**config.mk**
```make
export PLATFORM = sky130hd
export DESIGN_NAME = display_line_char_expander
export DESIGN_NICKNAME = d
export VERILOG_FILES = /design/src/hw/rtl/dlce_pkg.sv /design/src/hw/rtl/dlce_ctrl.sv /design/src/hw/rtl/dlce_dp.sv /design/src/hw/rtl/display_line_char_expander.sv
export SDC_FILE = /design/constraint.sdc
export NUM_CORES = 1
export LEC_CHECK = 0
export ABC_CLOCK_PERIOD_IN_PS = 5900
export BUFFER_PORTS_ARGS = -buffer_cell sky130_fd_sc_hd__buf_4
export CAP_MARGIN = 20
export CORE_ASPECT_RATIO = 0.6
export CORE_MARGIN = 3
export CORE_UTILIZATION = 45
export CTS_CLUSTER_DIAMETER = 60
export DETAILED_ROUTE_END_ITERATION = 16
export PLACE_DENSITY = 0.71
export SETUP_SLACK_MARGIN = 0.1
export SKIP_LAST_GASP = 1
export SYNTH_ARGS = -nofsm -noshare
export SYNTH_HDL_FRONTEND = slang
export SYNTH_SLANG_ARGS = --single-unit
```
**constraint.sdc**
```tcl
create_clock -name aclk -period 5.9 [get_ports aclk]
set_input_delay 1.18 -clock aclk [delete_from_list [all_inputs] [get_ports aclk]]
set_output_delay 1.18 -clock aclk [all_outputs]
set_load 0.005 [all_outputs]
```
**src/hw/rtl/dlce_pkg.sv**
```systemverilog
// Shared types and constants for the display line character expander.
package dlce_pkg;

    // Character codes.
    localparam logic [7:0] CH_NUL     = 8'd0;
    localparam logic [7:0] CH_TAB     = 8'd9;
    localparam logic [7:0] CH_NL      = 8'd10;
    localparam logic [7:0] CH_SPACE   = 8'd32;
    localparam logic [7:0] CH_CARET   = 8'd94;
    localparam logic [7:0] CTRL_LIMIT = 8'd32;
    localparam logic [7:0] CTRL_BIAS  = 8'd64;

    // Tab stop limits.
    localparam logic [6:0] MAX_TAB = 7'd64;
    localparam logic [6:0] MIN_TAB = 7'd1;

    // Register reset values.
    localparam logic [6:0] TAB_WIDTH_RST  = 7'd8;
    localparam logic [7:0] LINE_WIDTH_RST = 8'd79;

    // Register indexes, taken from paddr[2].
    localparam logic REG_TAB_WIDTH  = 1'b0;
    localparam logic REG_LINE_WIDTH = 1'b1;

    // Kind of result sequence that a byte produces.
    typedef enum logic [1:0] {
        KIND_END   = 2'd0,
        KIND_TAB   = 2'd1,
        KIND_CARET = 2'd2,
        KIND_CHAR  = 2'd3
    } kind_t;

    // Commands from the controller to the datapath.
    typedef struct packed {
        logic accept;
        logic div_step;
        logic check;
        logic emit;
    } ctrl_cmd_t;

    // Status from the datapath to the controller.
    typedef struct packed {
        logic skip;
        logic is_tab;
        logic div_last;
        logic emit_done;
    } dp_stat_t;

endpackage

```
**src/hw/rtl/dlce_ctrl.sv**
```systemverilog
// Sequencing state machine for the display line character expander.
module dlce_ctrl (
    input  logic                 aclk,
    input  logic                 aresetn,
    input  logic                 s_tvalid,
    output logic                 s_tready,
    input  dlce_pkg::dp_stat_t   stat,
    output dlce_pkg::ctrl_cmd_t  cmd
);

    typedef enum logic [3:0] {
        ST_IDLE = 4'b0001,
        ST_DIV  = 4'b0010,
        ST_CHK  = 4'b0100,
        ST_EMIT = 4'b1000
    } state_t;

    state_t state_reg, state_next;

    // Next state and commands.
    always_comb begin
        state_next   = state_reg;
        cmd.accept   = 1'b0;
        cmd.div_step = 1'b0;
        cmd.check    = 1'b0;
        cmd.emit     = 1'b0;
        s_tready     = 1'b0;
        unique case (state_reg)
            ST_IDLE: begin
                s_tready   = 1'b1;
                cmd.accept = s_tvalid;
                if (s_tvalid) begin
                    priority if (stat.skip) begin
                        state_next = ST_IDLE;
                    end else if (stat.is_tab) begin
                        state_next = ST_DIV;
                    end else begin
                        state_next = ST_CHK;
                    end
                end
            end
            ST_DIV: begin
                cmd.div_step = 1'b1;
                if (stat.div_last) begin
                    state_next = ST_CHK;
                end
            end
            ST_CHK: begin
                cmd.check  = 1'b1;
                state_next = ST_EMIT;
            end
            ST_EMIT: begin
                cmd.emit = 1'b1;
                if (stat.emit_done) begin
                    state_next = ST_IDLE;
                end
            end
            default: begin
                state_next = ST_IDLE;
            end
        endcase
    end

    always_ff @(posedge aclk) begin
        if (!aresetn) begin
            state_reg <= ST_IDLE;
        end else begin
            state_reg <= state_next;
        end
    end

endmodule

```
**src/hw/rtl/dlce_dp.sv**
```systemverilog
// Datapath: registers, line state, column remainder divider and result register.
module dlce_dp (
    input  logic                 aclk,
    input  logic                 aresetn,
    // Input payload.
    input  logic [7:0]           in_ch,
    input  logic                 in_line_start,
    input  logic [7:0]           in_line_offset,
    // Configuration writes.
    input  logic                 cfg_we,
    input  logic                 cfg_sel,
    input  logic [31:0]          cfg_wdata,
    output logic [31:0]          cfg_rdata,
    // Controller link.
    input  dlce_pkg::ctrl_cmd_t  cmd,
    output dlce_pkg::dp_stat_t   stat,
    // Result channel.
    output logic                 m_valid,
    input  logic                 m_ready,
    output logic [7:0]           m_char,
    output logic                 m_has_char,
    output logic                 m_line_end,
    output logic                 m_last
);

    logic [6:0] tab_width_reg;
    logic [7:0] line_width_reg;
    logic [7:0] column_reg;
    logic [7:0] offset_reg;
    logic       stopped_reg;
    logic [7:0] ch_reg;
    logic [7:0] dvd_reg;
    logic [6:0] rem_reg, rem_next;
    logic [2:0] step_reg;
    dlce_pkg::kind_t kind_reg;
    logic [6:0] cnt_reg;
    logic       m_valid_reg;
    logic [7:0] m_char_reg;
    logic       m_has_char_reg;
    logic       m_line_end_reg;
    logic       m_last_reg;

    logic [6:0] tab_eff;
    logic [7:0] trial;
    logic [6:0] diff;
    logic       is_term;
    logic       is_ctrl;
    logic [6:0] len;
    logic [9:0] need;
    logic       over;
    logic       out_free;
    logic [7:0] emit_char;

    // Configuration registers, readback zero-extended.
    always_ff @(posedge aclk) begin
        if (!aresetn) begin
            tab_width_reg  <= dlce_pkg::TAB_WIDTH_RST;
            line_width_reg <= dlce_pkg::LINE_WIDTH_RST;
        end else if (cfg_we) begin
            unique case (cfg_sel)
                dlce_pkg::REG_TAB_WIDTH:  tab_width_reg  <= cfg_wdata[6:0];
                dlce_pkg::REG_LINE_WIDTH: line_width_reg <= cfg_wdata[7:0];
                default: ;
            endcase
        end
    end

    assign cfg_rdata = (cfg_sel == dlce_pkg::REG_LINE_WIDTH) ? {24'd0, line_width_reg}
                                                             : {25'd0, tab_width_reg};

    // Tab width clamped to the supported range.
    always_comb begin
        priority if (tab_width_reg < dlce_pkg::MIN_TAB) begin
            tab_eff = dlce_pkg::MIN_TAB;
        end else if (tab_width_reg > dlce_pkg::MAX_TAB) begin
            tab_eff = dlce_pkg::MAX_TAB;
        end else begin
            tab_eff = tab_width_reg;
        end
    end

    // Status used when a request is accepted: the line start is applied first.
    assign stat.skip   = stopped_reg && !in_line_start;
    assign stat.is_tab = (in_ch == dlce_pkg::CH_TAB);

    // Restoring remainder step: one column bit per cycle, high bit first.
    // The remainder stays below the tab width, so seven bits of the difference suffice.
    assign trial = {rem_reg, dvd_reg[7]};
    assign diff  = trial[6:0] - tab_eff;
    assign rem_next = (trial >= {1'b0, tab_eff}) ? diff : trial[6:0];
    assign stat.div_last = (step_reg == 3'd7);

    // Display length of the latched byte and the width check.
    assign is_term = (ch_reg == dlce_pkg::CH_NUL) || (ch_reg == dlce_pkg::CH_NL);
    assign is_ctrl = (ch_reg < dlce_pkg::CTRL_LIMIT);
    always_comb begin
        priority if (ch_reg == dlce_pkg::CH_TAB) begin
            len = tab_eff - rem_reg;
        end else if (is_ctrl) begin
            len = 7'd2;
        end else begin
            len = 7'd1;
        end
    end
    assign need = {2'b00, column_reg} + {3'b000, len} + {2'b00, offset_reg};
    assign over = need > {2'b00, line_width_reg};

    // Line state, divider and sequence registers.
    always_ff @(posedge aclk) begin
        if (!aresetn) begin
            column_reg  <= 8'd0;
            offset_reg  <= 8'd0;
            stopped_reg <= 1'b1;
        end else begin
            if (cmd.accept && in_line_start) begin
                column_reg  <= 8'd0;
                offset_reg  <= in_line_offset;
                stopped_reg <= 1'b0;
            end
            if (cmd.check) begin
                if (is_term || over) begin
                    stopped_reg <= 1'b1;
                end else begin
                    column_reg <= column_reg + {1'b0, len};
                end
            end
        end
    end

    always_ff @(posedge aclk) begin
        if (cmd.accept) begin
            ch_reg   <= in_ch;
            dvd_reg  <= in_line_start ? 8'd0 : column_reg;
            rem_reg  <= 7'd0;
            step_reg <= 3'd0;
        end else if (cmd.div_step) begin
            dvd_reg  <= {dvd_reg[6:0], 1'b0};
            rem_reg  <= rem_next;
            step_reg <= step_reg + 3'd1;
        end
        if (cmd.check) begin
            priority if (is_term || over) begin
                kind_reg <= dlce_pkg::KIND_END;
                cnt_reg  <= 7'd1;
            end else if (ch_reg == dlce_pkg::CH_TAB) begin
                kind_reg <= dlce_pkg::KIND_TAB;
                cnt_reg  <= len;
            end else if (is_ctrl) begin
                kind_reg <= dlce_pkg::KIND_CARET;
                cnt_reg  <= len;
            end else begin
                kind_reg <= dlce_pkg::KIND_CHAR;
                cnt_reg  <= len;
            end
        end else if (cmd.emit && out_free) begin
            cnt_reg <= cnt_reg - 7'd1;
        end
    end

    // Result register: loads while emitting whenever it is empty or being drained.
    assign out_free       = !m_valid_reg || m_ready;
    assign stat.emit_done = out_free && (cnt_reg == 7'd1);

    always_comb begin
        unique case (kind_reg)
            dlce_pkg::KIND_END:   emit_char = 8'd0;
            dlce_pkg::KIND_TAB:   emit_char = dlce_pkg::CH_SPACE;
            dlce_pkg::KIND_CARET: emit_char = (cnt_reg == 7'd2) ? dlce_pkg::CH_CARET
                                                                : ch_reg + dlce_pkg::CTRL_BIAS;
            dlce_pkg::KIND_CHAR:  emit_char = ch_reg;
            default:              emit_char = ch_reg;
        endcase
    end

    always_ff @(posedge aclk) begin
        if (!aresetn) begin
            m_valid_reg <= 1'b0;
        end else if (cmd.emit && out_free) begin
            m_valid_reg <= 1'b1;
        end else if (m_ready) begin
            m_valid_reg <= 1'b0;
        end
    end

    always_ff @(posedge aclk) begin
        if (cmd.emit && out_free) begin
            m_char_reg     <= emit_char;
            m_has_char_reg <= (kind_reg != dlce_pkg::KIND_END);
            m_line_end_reg <= (kind_reg == dlce_pkg::KIND_END);
            m_last_reg     <= (cnt_reg == 7'd1);
        end
    end

    assign m_valid    = m_valid_reg;
    assign m_char     = m_char_reg;
    assign m_has_char = m_has_char_reg;
    assign m_line_end = m_line_end_reg;
    assign m_last     = m_last_reg;

endmodule

```
**src/hw/rtl/display_line_char_expander.sv**
```systemverilog
// Top level of the display line character expander.
//
//   channel | direction | tdata                        | tuser                  | tlast
//   s_      | in        | [7:0] ch, [15:8] line_offset | [0] line_start         | -
//   m_      | out       | [7:0] out_char               | [0] has_char, [1] line_end | last
//   apb     | in        | reg 0 tab_width at 0x0, reg 1 line_width at 0x4
//
// A byte passes an accept state, for a tab the column remainder divider (one bit
// a cycle), a length check state, then one result per cycle while m_tready is high.
// A byte on a stopped line goes no further than its accept state and yields nothing.
// Reset is synchronous on aresetn: tab_width 8, line_width 79, line stopped.
// A stalled result holds in the output register; s_tready stays low until the last
// result of a byte has entered that register.
module display_line_char_expander (
    input  logic        aclk,
    input  logic        aresetn,
    // Input bytes.
    input  logic        s_tvalid,
    output logic        s_tready,
    input  logic [15:0] s_tdata,   // [7:0] ch, [15:8] line_offset
    input  logic        s_tuser,   // [0] line_start
    // Display results.
    output logic        m_tvalid,
    input  logic        m_tready,
    output logic [7:0]  m_tdata,   // [7:0] out_char
    output logic [1:0]  m_tuser,   // [0] has_char, [1] line_end
    output logic        m_tlast,
    // Configuration.
    input  logic        psel,
    input  logic        penable,
    input  logic        pwrite,
    input  logic [2:0]  paddr,
    input  logic [31:0] pwdata,
    output logic [31:0] prdata,
    output logic        pready
);

    dlce_pkg::ctrl_cmd_t cmd;
    dlce_pkg::dp_stat_t  stat;
    logic                cfg_we;
    logic                has_char;
    logic                line_end;

    // Register writes complete in the access cycle.
    assign pready = 1'b1;
    assign cfg_we = psel && penable && pwrite;

    dlce_ctrl u_ctrl (
        .aclk     (aclk),
        .aresetn  (aresetn),
        .s_tvalid (s_tvalid),
        .s_tready (s_tready),
        .stat     (stat),
        .cmd      (cmd)
    );

    dlce_dp u_dp (
        .aclk           (aclk),
        .aresetn        (aresetn),
        .in_ch          (s_tdata[7:0]),
        .in_line_start  (s_tuser),
        .in_line_offset (s_tdata[15:8]),
        .cfg_we         (cfg_we),
        .cfg_sel        (paddr[2]),
        .cfg_wdata      (pwdata),
        .cfg_rdata      (prdata),
        .cmd            (cmd),
        .stat           (stat),
        .m_valid        (m_tvalid),
        .m_ready        (m_tready),
        .m_char         (m_tdata),
        .m_has_char     (has_char),
        .m_line_end     (line_end),
        .m_last         (m_tlast)
    );

    assign m_tuser = {line_end, has_char};

endmodule

```
==> impl_results.md <==
- Post-place setup slack: -0.1641 ns
- # fillers: 941
- Final setup margin: ~0.13 ns
- Status: completed
- Max VDD drop: 0.1452 mV
- Number of synthesized flops with an enable pin: 36
- Hold path cells: 2
- Antenna-violating nets left: 0
- Hold_sp: u_dp.step_reg[2]
- Total power: ~0.0014 W
- Final setup fails: 0
- Min-delay worst type: reg2reg
- Num CTS Buffers: 9
- Crit. End Element: flip-flop
- Sequential fraction of the synthesis area: 38.39%
- Slowest-stage cell, CP: or4_4
- Height of the die: 89.80 µm
- R2R Path End: u_dp.column_reg[6]
- Worst r2r path cells: 28
- Synth warnings: 0
- Yosys reg bits: 83
- Skew-Pair Late Insertion Delay: 0.35 ns
- WP data required: about 6.2 ns
- Synth cell types: 63
- Reg clk slew, reported paths: 0.07 ns
- Final period util: 97.73%
- Post-DP HPWL: 10.06 mm
- Drt drc: 0
- Drt initial violations: 339
- Root buf cell: clkbuf_16
- Util after Layout: 59.77%
- Most frequent cells in the layout: 98 x buf_4, 78 x nand2_1, 45 x dfxtp_1
- Pins over their slew limit: 0
- Crit path launch type: flip-flop
- Die area: 13080 µm²
- Worst-Margin Slew: 1.044 ns
- # Max-Cap Violations: 0
- Cells after Synth: 589
- Largest net degree at the start of global routing: 36
- Drt total wl: approximately 14 mm
- Top delay family on crit path: compound AO/OA/AOI/OAI gates
- Flop2flop setup slack: 0.13 ns
- Crit path DAT: 6.04 ns
- Power per cell area: about 210 nW/µm²
- Largest buffer count on any clock path: 2
- Vias in the first global route: 4330
- Wire length per cell: around 16 µm
- Hold path endpoint: u_dp.step_reg[2]
- Post-synthesis area per instance: 8.941 µm²
- GP Congestion: 0.9234
- Grt total ovfl: 0
- Crit Reg-Reg Startpoint: u_dp.tab_width_reg[4]
- CTS tree: yes
- Async S/R FF share, synth: 0%
- Core box area: 10990 µm²
- Number of antenna violations at the first check in global routing: 0
- FMAX: ~170 MHz
- Share of post-route cells with drive strength above 1: 24.60%
- I/O pins: 105
- CTS Sinks: 83
- Die span in x: 145.7 µm
- DR pass1 iterations: 5
- Worst Hold Slack: 0.4609 ns
- Fin. Hold Viols: 0
- Relative slew slack: just under 30%
- Via count: 4517
- Multi-input logic area: 3136 µm²
- Vias per cell: 5.365
- Post-synth top flop: dfxtp_1
- Gr usage total: 20.02%
- Initial Util: 47.90%
- Clock Skew: 0.005762 ns
- CP Buf/Inv Count: 5
- I/O Buffers: 53
- Crit Path Max Fanout: 9
- Max stage delay on crit path: between 0.5 and 0.6 ns
- Layout Nets: between 700 and 800
- Stages on worst setup path: 28
- Setup TNS: 0 ns
- Synth Cell Area: 5266 µm²
- Num rows: 29
- H-tree depth: 3
- RSZ-0062 raised after global routing: yes
- Lkg Pwr: roughly 2.8 nW
- Area grow syn2layout: 24.78%
- Most common cell after layout, fill and taps aside: buf_4
- FF+latch area: 2024 µm²
- First-pass GRT wire length: approximately 21 mm
- Ant. Diodes: 0
- Final min period: around 5.8 ns
- CP Class: reg2reg
where the power goes:
part / switching, W / internal [W] / total (W) / leakage [nW]
sequential: 0.0000145 / 0.000623 / 0.000638 / 0.723
clock: 0.000257 / 0.000292 / 0.000549 / 0.137
combinational: 0.000102 / 0.0000835 / 0.000186 / 1.94
total: 0.000373 / 0.000999 / 0.00137 / 2.80
cell usage after synthesis (3+ instances only):
cell / n / area share [%]
nand2_1: 78 / 5.6
dfxtp_1: 47 / 18
ha_1: 43 / 10
inv_1: 43 / 3.1
a21oi_1: 37 / 3.5
edfxtp_1: 36 / 21
nor2_1: 36 / 2.6
buf_4: 28 / 4.0
o21ai_0: 27 / 2.6
xnor2_1: 20 / 3.3
a21boi_0: 19 / 2.7
nand3_1: 19 / 1.8
nor2b_1: 16 / 1.9
nor3_1: 12 / 1.1
o21a_1: 12 / 1.7
and3_1: 11 / 1.3
clkbuf_1: 11 / 0.78
a31oi_1: 8 / 0.95
a21o_1: 6 / 0.86
mux2_2: 6 / 1.3
o211ai_1: 5 / 0.71
fa_1: 4 / 1.5
nand2b_1: 4 / 0.48
nor4b_1: 4 / 0.67
a211oi_1: 3 / 0.43
and2_1: 3 / 0.36
nand4_1: 3 / 0.36
xor2_1: 3 / 0.50
logic make-up (layout without fill, tap and decap cells):
logic type                 after synthesis  after routing  share of synthesized area [%]
and+or+nand+nor                        205            205                          19.43
AOI/OAI and AO/OA                      136            136                          16.51
buffers and inverters                   85            160                          8.220
DFF                                     83             83                          38.39
adders and majority gates               47             47                          11.74
xor gates and xnor gates                23             23                          3.825
muxes                                    8              8                          1.734
other                                    2             25                         0.1426
routing by layer:
metal / routed length [µm] / up-vias / track usage (%)
met2: 6177 / 114 / 31.27
met4: 121 / 0 / 3.870
met3: 847 / 15 / 5.025
met1: 6405 / 2169 / 28.37
li1: - / 2219 / -
met5: 0 / - / 0
tightest hold or removal path, delay by kind of cell, from the launching register on:
kind	cells	cell delay, ns
flops	1	0.31
simple gates	2	0.10
metrics by stage:
stage	cell area (µm²)	instances
floorplan	5353	612
global placement	5973	816
detailed placement	5973	816
CTS	6444	838
global route	6571	842
finish	6571	842
how the worst max path moves through the flow:
stage          slack [ns]             startpoint            endpoint
2_1_floorplan        0.45  u_dp.tab_width_reg[1]  u_dp.column_reg[1]
3_3_place_gp       -0.008  u_dp.tab_width_reg[1]     u_dp.cnt_reg[5]
3_5_place_dp        -0.16  u_dp.tab_width_reg[1]     u_dp.cnt_reg[5]
4_1_cts              0.09  u_dp.tab_width_reg[1]     u_dp.cnt_reg[2]
5_1_grt             -0.15  u_dp.tab_width_reg[4]     u_dp.cnt_reg[6]
6_report             0.13  u_dp.tab_width_reg[4]  u_dp.column_reg[6]
layout make-up:
cell class / count / share of cell area, %
Multi-Input combinational cell: 444 / 47.72
Sequential cell: 83 / 30.81
Timing Repair Buffer: 100 / 11.67
Clock buffer: 9 / 3.427
Tap cell: 155 / 2.951
Inverter: 44 / 2.513
Clock inverter: 7 / 0.9139
timing repair:
item / 4_1_cts / 5_1_grt
setup endpoints to repair: 17 / 18
gates resized for setup: 26 / 19
pin swaps: 21 / 19
setup buffers: 6 / 4
hold buffers: 0 / 0
Power figures use the tool's default switching activity.
